--- config.mk ---
export PLATFORM = sky130hd
export DESIGN_NAME = watchdog_liveness_voter
export DESIGN_NICKNAME = d
export VERILOG_FILES = /design/src/rtl/wlv_pkg.sv /design/src/rtl/wlv_ctrl.sv /design/src/rtl/wlv_dpath.sv /design/src/rtl/watchdog_liveness_voter.sv
export VERILOG_INCLUDE_DIRS = /design/src /design/src/rtl
export SDC_FILE = /design/constraint.sdc
export NUM_CORES = 2
export LEC_CHECK = 0
export ABC_AREA = 1
export BUFFER_PORTS_ARGS = -buffer_cell sky130_fd_sc_hd__buf_2
export CAP_MARGIN = 10
export CELL_PAD_IN_SITES_DETAIL_PLACEMENT = 0
export CELL_PAD_IN_SITES_GLOBAL_PLACEMENT = 1
export CORE_UTILIZATION = 40
export CTS_CLUSTER_DIAMETER = 40
export DETAILED_ROUTE_END_ITERATION = 10
export HOLD_SLACK_MARGIN = 0.03
export MAX_ROUTING_LAYER = met4
export PLACE_DENSITY = 0.66
export SLEW_MARGIN = 40
export SYNTH_ARGS = -nofsm -noshare
export SYNTH_HDL_FRONTEND = slang
export SYNTH_HIERARCHICAL = 1
export SYNTH_SLANG_ARGS = --single-unit
--- constraint.sdc ---
create_clock -name clk -period 10.5 [get_ports clk]
set_input_delay 0.525 -clock clk [delete_from_list [all_inputs] [get_ports clk]]
set_output_delay 0.525 -clock clk [all_outputs]
set_load 0.05 [all_outputs]
--- src/rtl/watchdog_liveness_voter_assert.svh ---
// Assertion macros for the watchdog liveness voter.
// Used by the top level; needs a clock named clk and a reset named rst in scope.
`ifndef WATCHDOG_LIVENESS_VOTER_ASSERT_SVH
`define WATCHDOG_LIVENESS_VOTER_ASSERT_SVH

// Same-cycle implication, masked during reset
`define WLV_ASSERT_SAME(label, ante, cons) \
  label: assert property (@(posedge clk) disable iff (rst) (ante) |-> (cons)) \
    else $error("watchdog voter check failed");

// Next-cycle implication, masked during reset
`define WLV_ASSERT_NEXT(label, ante, cons) \
  label: assert property (@(posedge clk) disable iff (rst) (ante) |=> (cons)) \
    else $error("watchdog voter check failed");

`endif

--- src/rtl/wlv_pkg.sv ---
// Shared constants, command/status types and states for the watchdog voter.
// No dependencies.
`timescale 1ns / 1ps

package wlv_pkg;

  localparam int ASPECT_SLOTS = 6;
  localparam int IDX_W        = $clog2(ASPECT_SLOTS);
  localparam int ACNT_W       = 3;
  localparam int TIMEOUT_W    = 48;
  localparam int TIME_W       = 64;
  localparam int WORD_W       = 32;
  localparam int EXP_W        = 16;
  localparam int BIT_W        = $clog2(EXP_W);
  localparam int CFG_IDX_W    = 3;

  // Register indexes of the configuration port
  localparam logic [CFG_IDX_W-1:0] CFG_ASPECT_COUNT = 3'd0;
  localparam logic [CFG_IDX_W-1:0] CFG_TIMEOUT_A0   = 3'd1;
  localparam logic [CFG_IDX_W-1:0] CFG_TIMEOUT_LAST = 3'd6;

  localparam logic [ACNT_W-1:0] ASPECT_COUNT_RST = ACNT_W'(ASPECT_SLOTS);

  // Controller states
  typedef enum logic [5:0] {
    S_IDLE  = 6'b000001,
    S_CHECK = 6'b000010,
    S_EVAL  = 6'b000100,
    S_SQ    = 6'b001000,
    S_MUL   = 6'b010000,
    S_DONE  = 6'b100000
  } state_t;

  // Commands from controller to datapath
  typedef struct packed {
    logic             load;
    logic             chk_en;
    logic [IDX_W-1:0] idx;
    logic             pow_sq;
    logic             pow_mul;
    logic [BIT_W-1:0] bit_idx;
    logic             out_load;
  } cmd_t;

  // Status from datapath to controller
  typedef struct packed {
    logic start_op;
    logic fail_any;
    logic recipe_present;
  } status_t;

endpackage

--- src/rtl/wlv_ctrl.sv ---
// Controller state machine of the watchdog voter: sequencing and handshakes.
// Depends on wlv_pkg.
`timescale 1ns / 1ps

module wlv_ctrl (
  input  logic             clk,
  input  logic             rst,
  input  logic             in_valid,
  output logic             in_stall,
  output logic             out_valid,
  input  logic             out_stall,
  input  wlv_pkg::status_t status,
  output wlv_pkg::cmd_t    cmd
);

  wlv_pkg::state_t                state, state_next;
  logic [wlv_pkg::IDX_W-1:0]      idx, idx_next;
  logic [wlv_pkg::BIT_W-1:0]      bit_cnt, bit_cnt_next;
  logic                           out_free;

  // Output register can take a result when empty or being drained
  assign out_free = !out_valid || !out_stall;
  assign in_stall = (state != wlv_pkg::S_IDLE);

  // Next state and commands
  always_comb begin
    state_next   = state;
    idx_next     = idx;
    bit_cnt_next = bit_cnt;
    cmd          = '0;
    cmd.idx      = idx;
    cmd.bit_idx  = bit_cnt;
    case (state)
      wlv_pkg::S_IDLE: begin
        if (in_valid) begin
          cmd.load   = 1'b1;
          idx_next   = '0;
          state_next = wlv_pkg::S_CHECK;
        end
      end
      wlv_pkg::S_CHECK: begin
        if (status.start_op) begin
          state_next = wlv_pkg::S_DONE;
        end else begin
          cmd.chk_en = 1'b1;
          if (idx == wlv_pkg::IDX_W'(wlv_pkg::ASPECT_SLOTS - 1)) begin
            state_next = wlv_pkg::S_EVAL;
          end else begin
            idx_next = idx + 1'b1;
          end
        end
      end
      wlv_pkg::S_EVAL: begin
        if (status.fail_any || !status.recipe_present) begin
          state_next = wlv_pkg::S_DONE;
        end else begin
          bit_cnt_next = wlv_pkg::BIT_W'(wlv_pkg::EXP_W - 1);
          state_next   = wlv_pkg::S_SQ;
        end
      end
      wlv_pkg::S_SQ: begin
        cmd.pow_sq = 1'b1;
        state_next = wlv_pkg::S_MUL;
      end
      wlv_pkg::S_MUL: begin
        cmd.pow_mul = 1'b1;
        if (bit_cnt == '0) begin
          state_next = wlv_pkg::S_DONE;
        end else begin
          bit_cnt_next = bit_cnt - 1'b1;
          state_next   = wlv_pkg::S_SQ;
        end
      end
      wlv_pkg::S_DONE: begin
        if (out_free) begin
          cmd.out_load = 1'b1;
          state_next   = wlv_pkg::S_IDLE;
        end
      end
      default: begin
        state_next = wlv_pkg::S_IDLE;
      end
    endcase
  end

  // Advance state and counters
  always_ff @(posedge clk) begin
    if (rst) begin
      state     <= wlv_pkg::S_IDLE;
      idx       <= '0;
      bit_cnt   <= '0;
      out_valid <= 1'b0;
    end else begin
      state     <= state_next;
      idx       <= idx_next;
      bit_cnt   <= bit_cnt_next;
      out_valid <= cmd.out_load || (out_valid && out_stall);
    end
  end

endmodule

--- src/rtl/wlv_dpath.sv ---
// Datapath of the watchdog voter: config registers, last-OK store, deadline
// check, shared 32-bit multiplier and output register. Depends on wlv_pkg.
`timescale 1ns / 1ps

module wlv_dpath (
  input  logic                               clk,
  input  logic                               rst,
  input  wlv_pkg::cmd_t                      cmd,
  output wlv_pkg::status_t                   status,
  input  logic                               cfg_we,
  input  logic [wlv_pkg::CFG_IDX_W-1:0]      cfg_index,
  input  logic [wlv_pkg::TIMEOUT_W-1:0]      cfg_data,
  input  logic                               operation,
  input  logic [wlv_pkg::TIME_W-1:0]         now_ns,
  input  logic [wlv_pkg::ASPECT_SLOTS-1:0]   ok_reports,
  input  logic                               recipe_present,
  input  logic [wlv_pkg::WORD_W-1:0]         recipe,
  output logic                               food_valid,
  output logic                               reset_demand,
  output logic [wlv_pkg::WORD_W-1:0]         food,
  output logic [wlv_pkg::ASPECT_SLOTS-1:0]   failed_aspects
);

  logic [wlv_pkg::ACNT_W-1:0]       aspect_count;
  logic [wlv_pkg::TIMEOUT_W-1:0]    timeouts [wlv_pkg::ASPECT_SLOTS];
  logic [wlv_pkg::TIME_W-1:0]       last_ok  [wlv_pkg::ASPECT_SLOTS];

  logic                             op_q;
  logic [wlv_pkg::TIME_W-1:0]       now_q;
  logic [wlv_pkg::ASPECT_SLOTS-1:0] reports_q;
  logic                             rp_q;
  logic [wlv_pkg::WORD_W-1:0]       recipe_q;
  logic [wlv_pkg::ASPECT_SLOTS-1:0] failed_q;
  logic [wlv_pkg::WORD_W-1:0]       acc;

  logic [wlv_pkg::ACNT_W-1:0]       used;
  logic                             in_use;
  logic [wlv_pkg::TIME_W:0]         diff;
  logic                             late;
  logic [wlv_pkg::WORD_W-1:0]       base;
  logic [wlv_pkg::WORD_W-1:0]       mul_b;
  logic [2*wlv_pkg::WORD_W-1:0]     product;
  logic [wlv_pkg::EXP_W-1:0]        exponent;
  logic                             exp_bit;
  logic [wlv_pkg::WORD_W-1:0]       rev;
  logic                             fail_any;

  // Saturate aspect count and test the current aspect
  assign used   = (aspect_count > wlv_pkg::ACNT_W'(wlv_pkg::ASPECT_SLOTS))
                  ? wlv_pkg::ACNT_W'(wlv_pkg::ASPECT_SLOTS) : aspect_count;
  assign in_use = (wlv_pkg::ACNT_W'(cmd.idx) < used);

  // Borrow flags time before last-OK; otherwise compare elapsed to timeout
  assign diff = {1'b0, now_q} - {1'b0, last_ok[cmd.idx]};
  assign late = diff[wlv_pkg::TIME_W] ||
                (diff[wlv_pkg::TIME_W-1:0] >
                 {{(wlv_pkg::TIME_W - wlv_pkg::TIMEOUT_W){1'b0}}, timeouts[cmd.idx]});

  // Shared multiplier: square, or multiply by the base
  assign base     = {8'd0, recipe_q[wlv_pkg::WORD_W-1:8]} | wlv_pkg::WORD_W'(1);
  assign mul_b    = cmd.pow_sq ? acc : base;
  assign product  = acc * mul_b;
  assign exponent = recipe_q[wlv_pkg::EXP_W-1:0];
  assign exp_bit  = exponent[cmd.bit_idx];

  // Bit-reverse the recipe
  always_comb begin
    for (int k = 0; k < wlv_pkg::WORD_W; k++) begin
      rev[k] = recipe_q[wlv_pkg::WORD_W-1-k];
    end
  end

  assign fail_any = (failed_q != '0);

  assign status.start_op       = op_q;
  assign status.fail_any       = fail_any;
  assign status.recipe_present = rp_q;

  // Config registers and last-OK store
  always_ff @(posedge clk) begin
    if (rst) begin
      aspect_count <= wlv_pkg::ASPECT_COUNT_RST;
      for (int i = 0; i < wlv_pkg::ASPECT_SLOTS; i++) begin
        timeouts[i] <= '0;
        last_ok[i]  <= '0;
      end
    end else begin
      if (cfg_we) begin
        if (cfg_index == wlv_pkg::CFG_ASPECT_COUNT) begin
          aspect_count <= cfg_data[wlv_pkg::ACNT_W-1:0];
        end else if (cfg_index >= wlv_pkg::CFG_TIMEOUT_A0 &&
                     cfg_index <= wlv_pkg::CFG_TIMEOUT_LAST) begin
          timeouts[wlv_pkg::IDX_W'(cfg_index - wlv_pkg::CFG_TIMEOUT_A0)] <= cfg_data;
        end
      end
      if (cmd.load && operation) begin
        for (int i = 0; i < wlv_pkg::ASPECT_SLOTS; i++) begin
          last_ok[i] <= now_ns;
        end
      end else if (cmd.chk_en && in_use && reports_q[cmd.idx]) begin
        last_ok[cmd.idx] <= now_q;
      end
    end
  end

  // Capture the transfer, collect failures, run the exponent, load outputs
  always_ff @(posedge clk) begin
    if (cmd.load) begin
      op_q      <= operation;
      now_q     <= now_ns;
      reports_q <= ok_reports;
      rp_q      <= recipe_present;
      recipe_q  <= recipe;
      failed_q  <= '0;
      acc       <= wlv_pkg::WORD_W'(1);
    end else begin
      if (cmd.chk_en && in_use && !reports_q[cmd.idx] && late) begin
        failed_q[cmd.idx] <= 1'b1;
      end
      if (cmd.pow_sq || (cmd.pow_mul && exp_bit)) begin
        acc <= product[wlv_pkg::WORD_W-1:0];
      end
    end
    if (cmd.out_load) begin
      food_valid     <= !op_q && (fail_any || rp_q);
      reset_demand   <= !op_q && fail_any;
      failed_aspects <= op_q ? '0 : failed_q;
      food           <= (!op_q && !fail_any && rp_q) ? (acc ^ rev) : '0;
    end
  end

endmodule

--- src/rtl/watchdog_liveness_voter.sv ---
// Watchdog liveness voter top level: controller plus datapath, one result per item.
// Start item: check, then done. Clip: the six-aspect deadline scan and an evaluation,
// then done on a failure or no recipe, else the 16-bit square-and-multiply on one
// 32-bit multiplier (a square and a multiply state per exponent bit); one item at a time.
// A waiting result holds the next result in the done state, which also stalls the input.
// Reset (rst, synchronous): aspect_count 6, timeouts 0, last-OK times 0, both sides idle.
`timescale 1ns / 1ps

`include "watchdog_liveness_voter_assert.svh"

module watchdog_liveness_voter (
  input  logic                               clk,
  input  logic                               rst,
  input  logic                               cfg_we,
  input  logic [wlv_pkg::CFG_IDX_W-1:0]      cfg_index,
  input  logic [wlv_pkg::TIMEOUT_W-1:0]      cfg_data,
  input  logic                               in_valid,
  output logic                               in_stall,
  input  logic                               operation,
  input  logic [wlv_pkg::TIME_W-1:0]         now_ns,
  input  logic [wlv_pkg::ASPECT_SLOTS-1:0]   ok_reports,
  input  logic                               recipe_present,
  input  logic [wlv_pkg::WORD_W-1:0]         recipe,
  output logic                               out_valid,
  input  logic                               out_stall,
  output logic                               food_valid,
  output logic                               reset_demand,
  output logic [wlv_pkg::WORD_W-1:0]         food,
  output logic [wlv_pkg::ASPECT_SLOTS-1:0]   failed_aspects
);

  wlv_pkg::cmd_t    cmd;
  wlv_pkg::status_t status;

  // Sequencing and handshakes
  wlv_ctrl u_ctrl (
    .clk       (clk),
    .rst       (rst),
    .in_valid  (in_valid),
    .in_stall  (in_stall),
    .out_valid (out_valid),
    .out_stall (out_stall),
    .status    (status),
    .cmd       (cmd)
  );

  // Storage and arithmetic
  wlv_dpath u_dpath (
    .clk            (clk),
    .rst            (rst),
    .cmd            (cmd),
    .status         (status),
    .cfg_we         (cfg_we),
    .cfg_index      (cfg_index),
    .cfg_data       (cfg_data),
    .operation      (operation),
    .now_ns         (now_ns),
    .ok_reports     (ok_reports),
    .recipe_present (recipe_present),
    .recipe         (recipe),
    .food_valid     (food_valid),
    .reset_demand   (reset_demand),
    .food           (food),
    .failed_aspects (failed_aspects)
  );

  // A forced reset carries no food and always sends a message
  `WLV_ASSERT_SAME(a_reset_no_food, out_valid && reset_demand, food_valid && food == '0)
  // Failure mask and forced reset agree
  `WLV_ASSERT_SAME(a_fail_mask, out_valid, (failed_aspects != '0) == reset_demand)
  // Accepting a transfer makes the block busy
  `WLV_ASSERT_NEXT(a_busy_after_accept, in_valid && !in_stall, in_stall)

endmodule

Word-level counts from Yosys, hierarchy flattened
Memory sizes are Yosys's and may differ from the RTL's. A register that Yosys moved wholly into a read port is not among the register bits.
Index checks and enable logic that the tools add are counted.
{"block": "classes", "magnitude_cmp": 8, "n_mul": 1, "muxes": 60, "bitwise": 8, "add_sub_neg": 4, "reduce_logical": 36, "n_eq_ne": 15}
{"operator": "64-bit two-way mux", "count": 7}
{"operator": "64-bit by 64-bit subtractor with 65-bit output", "count": 1}
{"operator": "64-bit by 48-bit > comparator with 1-bit output", "count": 1}
{"operator": "64-bit OR reduction", "count": 1}
{"operator": "48-bit two-way mux", "count": 1}
{"operator": "48-bit OR reduction", "count": 1}
{"operator": "6-bit two-way mux", "count": 6}
{"operator": "6-bit one-hot mux with 6 select lines", "count": 1}
{"operator": "32-bit by 32-bit multiplier with 32-bit output", "count": 1}
{"operator": "32-bit two-way mux", "count": 1}
{"operator": "32-bit bitwise XOR", "count": 1}
{"operator": "3-bit two-way mux", "count": 10}
{"operator": "1-bit two-way mux", "count": 27}
{"operator": "1-bit logical AND", "count": 13}
{"operator": "2-bit inequality test, second input constant", "count": 5}
{"operator": "4-bit two-way mux", "count": 2}
{"operator": "4-bit one-hot mux with 2 select lines", "count": 1}
{"operator": "6-bit by 1-bit equality test with 1-bit output, second input constant", "count": 1}
{"operator": "6-bit by 2-bit equality test with 1-bit output, second input constant", "count": 1}
{"operator": "6-bit by 3-bit equality test with 1-bit output, second input constant", "count": 1}
{"operator": "6-bit by 4-bit equality test with 1-bit output, second input constant", "count": 1}
{"operator": "6-bit by 5-bit equality test with 1-bit output, second input constant", "count": 1}
{"operator": "6-bit equality test, second input constant", "count": 1}
{"operator": "3-bit by 1-bit >= comparator with 1-bit output, second input constant", "count": 2}
{"operator": "27 further kinds", "count": 44}
{"block": "totals", "mem_count": 2, "reg_bits": 199, "mem_bits_rw": 672, "word_cells": 150}
{"memory": "u_dpath.last_ok", "words": 6, "width": 64, "read_ports": 1, "rd_ports_with_merged_regs": 1, "wr": 6, "line_no": "wlv_dpath.sv:26", "text": "logic [wlv_pkg::TIME_W-1:0] last_ok [wlv_pkg::ASPECT_SLOTS];"}
{"memory": "u_dpath.timeouts", "words": 6, "width": 48, "read_ports": 1, "rd_ports_with_merged_regs": 1, "wr": 6, "line_no": "wlv_dpath.sv:25", "text": "logic [wlv_pkg::TIMEOUT_W-1:0] timeouts [wlv_pkg::ASPECT_SLOTS];"}

Logic depth before layout (Yosys ltp)
{"block": "logic_depth", "depth_word": 11, "mapped_depth": 40, "ltp_nobuf": 37}

Modules after synthesis
The synthesis kept the hierarchy.
{"mod": "wlv_dpath", "seq_area_each_um2": 32050.7, "area_each_um2": 64923.5, "n_inst": 1, "cells_each": 6448}
{"mod": "wlv_ctrl", "seq_area_each_um2": 280.3, "area_each_um2": 848.3, "n_inst": 1, "cells_each": 124}

Worst setup path after synthesis
No wires, ideal clock.
{"block": "synth_timing", "path_kind": "flip-flop to flip-flop", "start": "register u_ctrl.state[0]", "end": "register u_dpath/acc[25] (netlist bit)", "stages_incl_launch_ff": 35, "path_buffers": 4, "setup_slack_ns": 3.150, "t_required_ns": 10.372, "t_arrival_ns": 7.222, "path_cell_list": "dfxtp_1 nor2_4 nand3_1 inv_1 buf_6 inv_2 buf_6 nand2_1 nand2_1 clkbuf_1 inv_1 clkbuf_1 nand2_1 fa_1 inv_1 fa_1 fa_1 inv_1 fa_1 inv_1 fa_1 inv_1 fa_1 inv_1 fa_1 fa_1 ha_1 nand2_1 nor2_1 nand2_1 o21ai_0 a21boi_0 o21bai_1 xnor2_1 a21oi_1"}
{"element": "from (decl)", "line_no": "wlv_ctrl.sv:16", "text": "wlv_pkg::state_t state, state_next;"}
{"element": "from (signal assigned)", "line_no": "wlv_ctrl.sv:89", "text": "state <= wlv_pkg::S_IDLE;"}
{"element": "from (signal assigned)", "line_no": "wlv_ctrl.sv:94", "text": "state <= state_next;"}
{"element": "to (signal assigned)", "line_no": "wlv_dpath.sv:115", "text": "acc <= wlv_pkg::WORD_W'(1);"}
{"element": "to (signal assigned)", "line_no": "wlv_dpath.sv:121", "text": "acc <= product[wlv_pkg::WORD_W-1:0];"}
{"element": "to (decl)", "line_no": "wlv_dpath.sv:34", "text": "logic [wlv_pkg::WORD_W-1:0] acc;"}

==> results.sh <==
export IMPL_arrival_ps=9660
export IMPL_fp_coreArea_um2=163000
export IMPL_clock_latency_ps=810
export IMPL_critPathSlowestCell="clkinv_1"
export IMPL_ant_nets=0
export IMPL_grt_pass1_vias=50600
export IMPL_power_frac_clock_pct=42.6
export IMPL_cts_hold_buffers=107
export IMPL_drv_cap=0
export IMPL_p_per_area_nw_per_um2=174
export IMPL_root_buffer="clkbuf_16"
export IMPL_min_to="u_ctrl/state[0]"
export IMPL_cts_tree="yes"
export IMPL_synthFlopType="edfxtp_1"
export IMPL_timing_rr_start="u_ctrl/state[0]"
export IMPL_relSlewSlack_pct=41.3
export IMPL_htree_levels=4
export IMPL_internal_power_w=0.00938
export IMPL_worstPathRequired_ps=11170
export IMPL_routabilityCongestion=0.967
export IMPL_grt_usage_pct=27.6
export IMPL_async_flop_share_pct=0
export IMPL_multiInputGateArea_um2=29300
export IMPL_cts_resized=0
export IMPL_remaining_drc_errors=0
export IMPL_fin_nets=7796
export IMPL_setup_viol=0
export IMPL_ios=202
export IMPL_clk_pin_slew_ps=50
export IMPL_hold_start="in_valid"
export IMPL_final_common_cell="nand2_1"
export IMPL_period_minus_slack_ps=8990
export IMPL_r2r_end="u_dpath/acc[29]"
export IMPL_cpMostUsedCell="fa_1"
export IMPL_tightest_slew_ps=881
export IMPL_yosysSeqAreaShare_pct=49.2
export IMPL_clock_skew_ps=72.6
export IMPL_avgRoutedWirePerCell_um=23.8
export IMPL_design_die_area_um2=166000
export IMPL_areaGrowthSynthToFinish_pct=16.7
export IMPL_hold_ws_ps=108
export IMPL_dr_pass1_iters=8
export IMPL_clockBufferDepth=3
export IMPL_synth_distinct_cells=59
export IMPL_hpwl_um=149000
export IMPL_switching_share_pct=29.6
export IMPL_path_max_fanout=46
export IMPL_fmax_mhz=111
export IMPL_die_w_um=408
export IMPL_first_iter_violations=3728
export IMPL_drive_gt1_share_pct=9.18
export IMPL_p_seq_share_pct=40.4
export IMPL_grt_antenna_before_repair=7
export IMPL_critical_path_depth=29
export IMPL_cts_buffers=166
export IMPL_cp_start_kind="flip-flop"
export IMPL_fin_setup_tns_ps=0
export IMPL_vias_per_cell=5.28
export IMPL_nFillCells=15500
export IMPL_start_util_pct=40.4
export IMPL_synth_area_per_cell_um2=10.0
export IMPL_cts_setup_buffers=0
export IMPL_switchingPower_w=0.00395
export IMPL_hold_depth=4
export IMPL_port_buffers=201
export IMPL_slowest_delay_ps=730
export IMPL_die_y_um=408
export IMPL_path_delay_family="adder cells"
export IMPL_synthCells=6572
export IMPL_slew_violations=0
export IMPL_p_total_w=0.0133
export IMPL_num_vias=49200
export IMPL_combPwrFrac_pct=17.0
export IMPL_grt_max_degree=79
export IMPL_grt_pass1_wl_um=329000
export IMPL_r2r_slack_ps=1510
export IMPL_ys_warnings_count=6
export IMPL_seq_area_um2=32300
export IMPL_synth_cell_area_um2=65800
export IMPL_rsz0062_at_grt="no"
export IMPL_ys_ff_latch=1095
export IMPL_path_buf_inv=7
export IMPL_overflow=0
export IMPL_r2r_cells=29
export IMPL_routed_wl_um=222000
export IMPL_cp_end_kind="flip-flop"
export IMPL_rows=148
export IMPL_hold_class="input port to flip-flop"
export IMPL_hold_violations=0
export IMPL_crit_type="flip-flop to flip-flop"
export IMPL_power_leakage_nw=31.8
export IMPL_ir_drop_uv=203
export IMPL_synth_enable_flop_cells=1040
export IMPL_cts_sinks=1095
export IMPL_layout_common_cells="1165 x nand2_1, 1040 x edfxtp_1, 961 x inv_1, 814 x nor2_1, 433 x o21ai_0"
export IMPL_status="complete, no violations"
export IMPL_period_share_pct=85.6
[synth_stat cells, types with 14 or more instances]
cell,n,area (um^2)
a21oi_1,199,996
a221oi_1,97,850
a22o_1,75,657
a22oi_1,125,938
buf_1,18,67.6
buf_2,27,135
clkbuf_1,220,826
dfxtp_1,55,1100
edfxtp_1,1040,31200
fa_1,409,8190
ha_1,244,3050
inv_1,969,3640
nand2_1,1186,4450
nand3_1,119,596
nand4_1,126,788
nor2_1,819,3070
nor3_1,21,105
nor4_1,14,87.6
o21ai_0,433,2170
o21ai_1,82,410
o21bai_1,17,128
xnor2_1,65,569
xor2_1,71,622
[area by class of cell]
cell class / count / share of cell area [%]
timing repair buffer: 395 / 3.70
clock inverter: 114 / 1.98
inverter: 986 / 4.83
multi-input combinational: 4339 / 38.2
tap: 2175 / 3.55
clock buffer: 195 / 5.62
antenna: 10 / 0.0326
sequential: 1095 / 42.1
[state kept, by name, indices dropped and copies added (netlist names)]
signal / count
u_dpath/now_q: 64
u_ctrl/idx: 3
u_dpath/reports_q: 6
u_dpath/food: 32
u_dpath/last_ok: 512
u_ctrl/out_valid: 1
u_ctrl/state: 6
u_dpath/food_valid: 1
u_dpath/failed_q: 6
u_dpath/acc: 32
u_dpath/op_q: 1
u_dpath/aspect_count: 3
u_dpath/reset_demand: 1
u_dpath/failed_aspects: 6
u_dpath/rp_q: 1
u_dpath/recipe_q: 32
u_dpath/timeouts: 384
u_ctrl/bit_cnt: 4
[power by group through the flow]
stage	registers, W	logic [W]	clock network (W)
floorplan	0.00542	0.00142	0
global route	0.00542	0.00252	0.00596
global placement	0.00546	0.00221	0
detailed placement	0.00547	0.00223	0
CTS	0.00539	0.00228	0.00578
finish	0.00539	0.00227	0.00568
[how the worst max path moves through the flow]
stage	startpoint	endpoint	slack, ps
3_3_place_gp	u_ctrl/state[5]	u_dpath/acc[31]	1970
4_1_cts	u_ctrl/state[0]	u_dpath/acc[29]	1900
5_1_grt	u_ctrl/state[0]	u_dpath/acc[31]	970
2_1_floorplan	u_ctrl/state[0]	u_dpath/acc[25]	3150
6_report	u_ctrl/state[0]	u_dpath/acc[29]	1510
3_5_place_dp	u_ctrl/state[5]	u_dpath/acc[29]	1950
[logic make-up after synthesis]
kind of cell	Yosys count	share of synthesized area (%)
flip-flops	1095	49.2
AO/OA/AOI/OAI	1092	10.1
adder cells (fa/ha/maj)	653	17.1
other	1	0.00570
buffers and inverters	1265	7.37
multiplexers	2	0.0304
XOR/XNOR	137	1.84
AND/OR/NAND/NOR	2327	14.4
[layer usage]
metal	GRT usage (%)	share of wire [%]
met3	3.07	5.2
met4	9.91	3.7
met2	48.4	52
met1	32.6	40
met5	-	0
[metrics by stage]
stage | worst slack (ps) | cell area, um^2 | utilization, % | std cells
detailed placement | 1950 | 69800 | 42.9 | 8883
finish | 1510 | 76800 | 47.1 | 9309
global route | 975 | 76800 | 47.1 | 9305
global placement | 1970 | 69800 | 42.8 | 8883
floorplan | 3150 | 66200 | - | 6699
CTS | 1900 | 76700 | 47.1 | 9299
[worst min-delay path: stages]
cell	delay (ps)
buf_2	100
inv_1	40
nand4_1	110
nand3_1	80
Power figures use the tool's default switching activity.
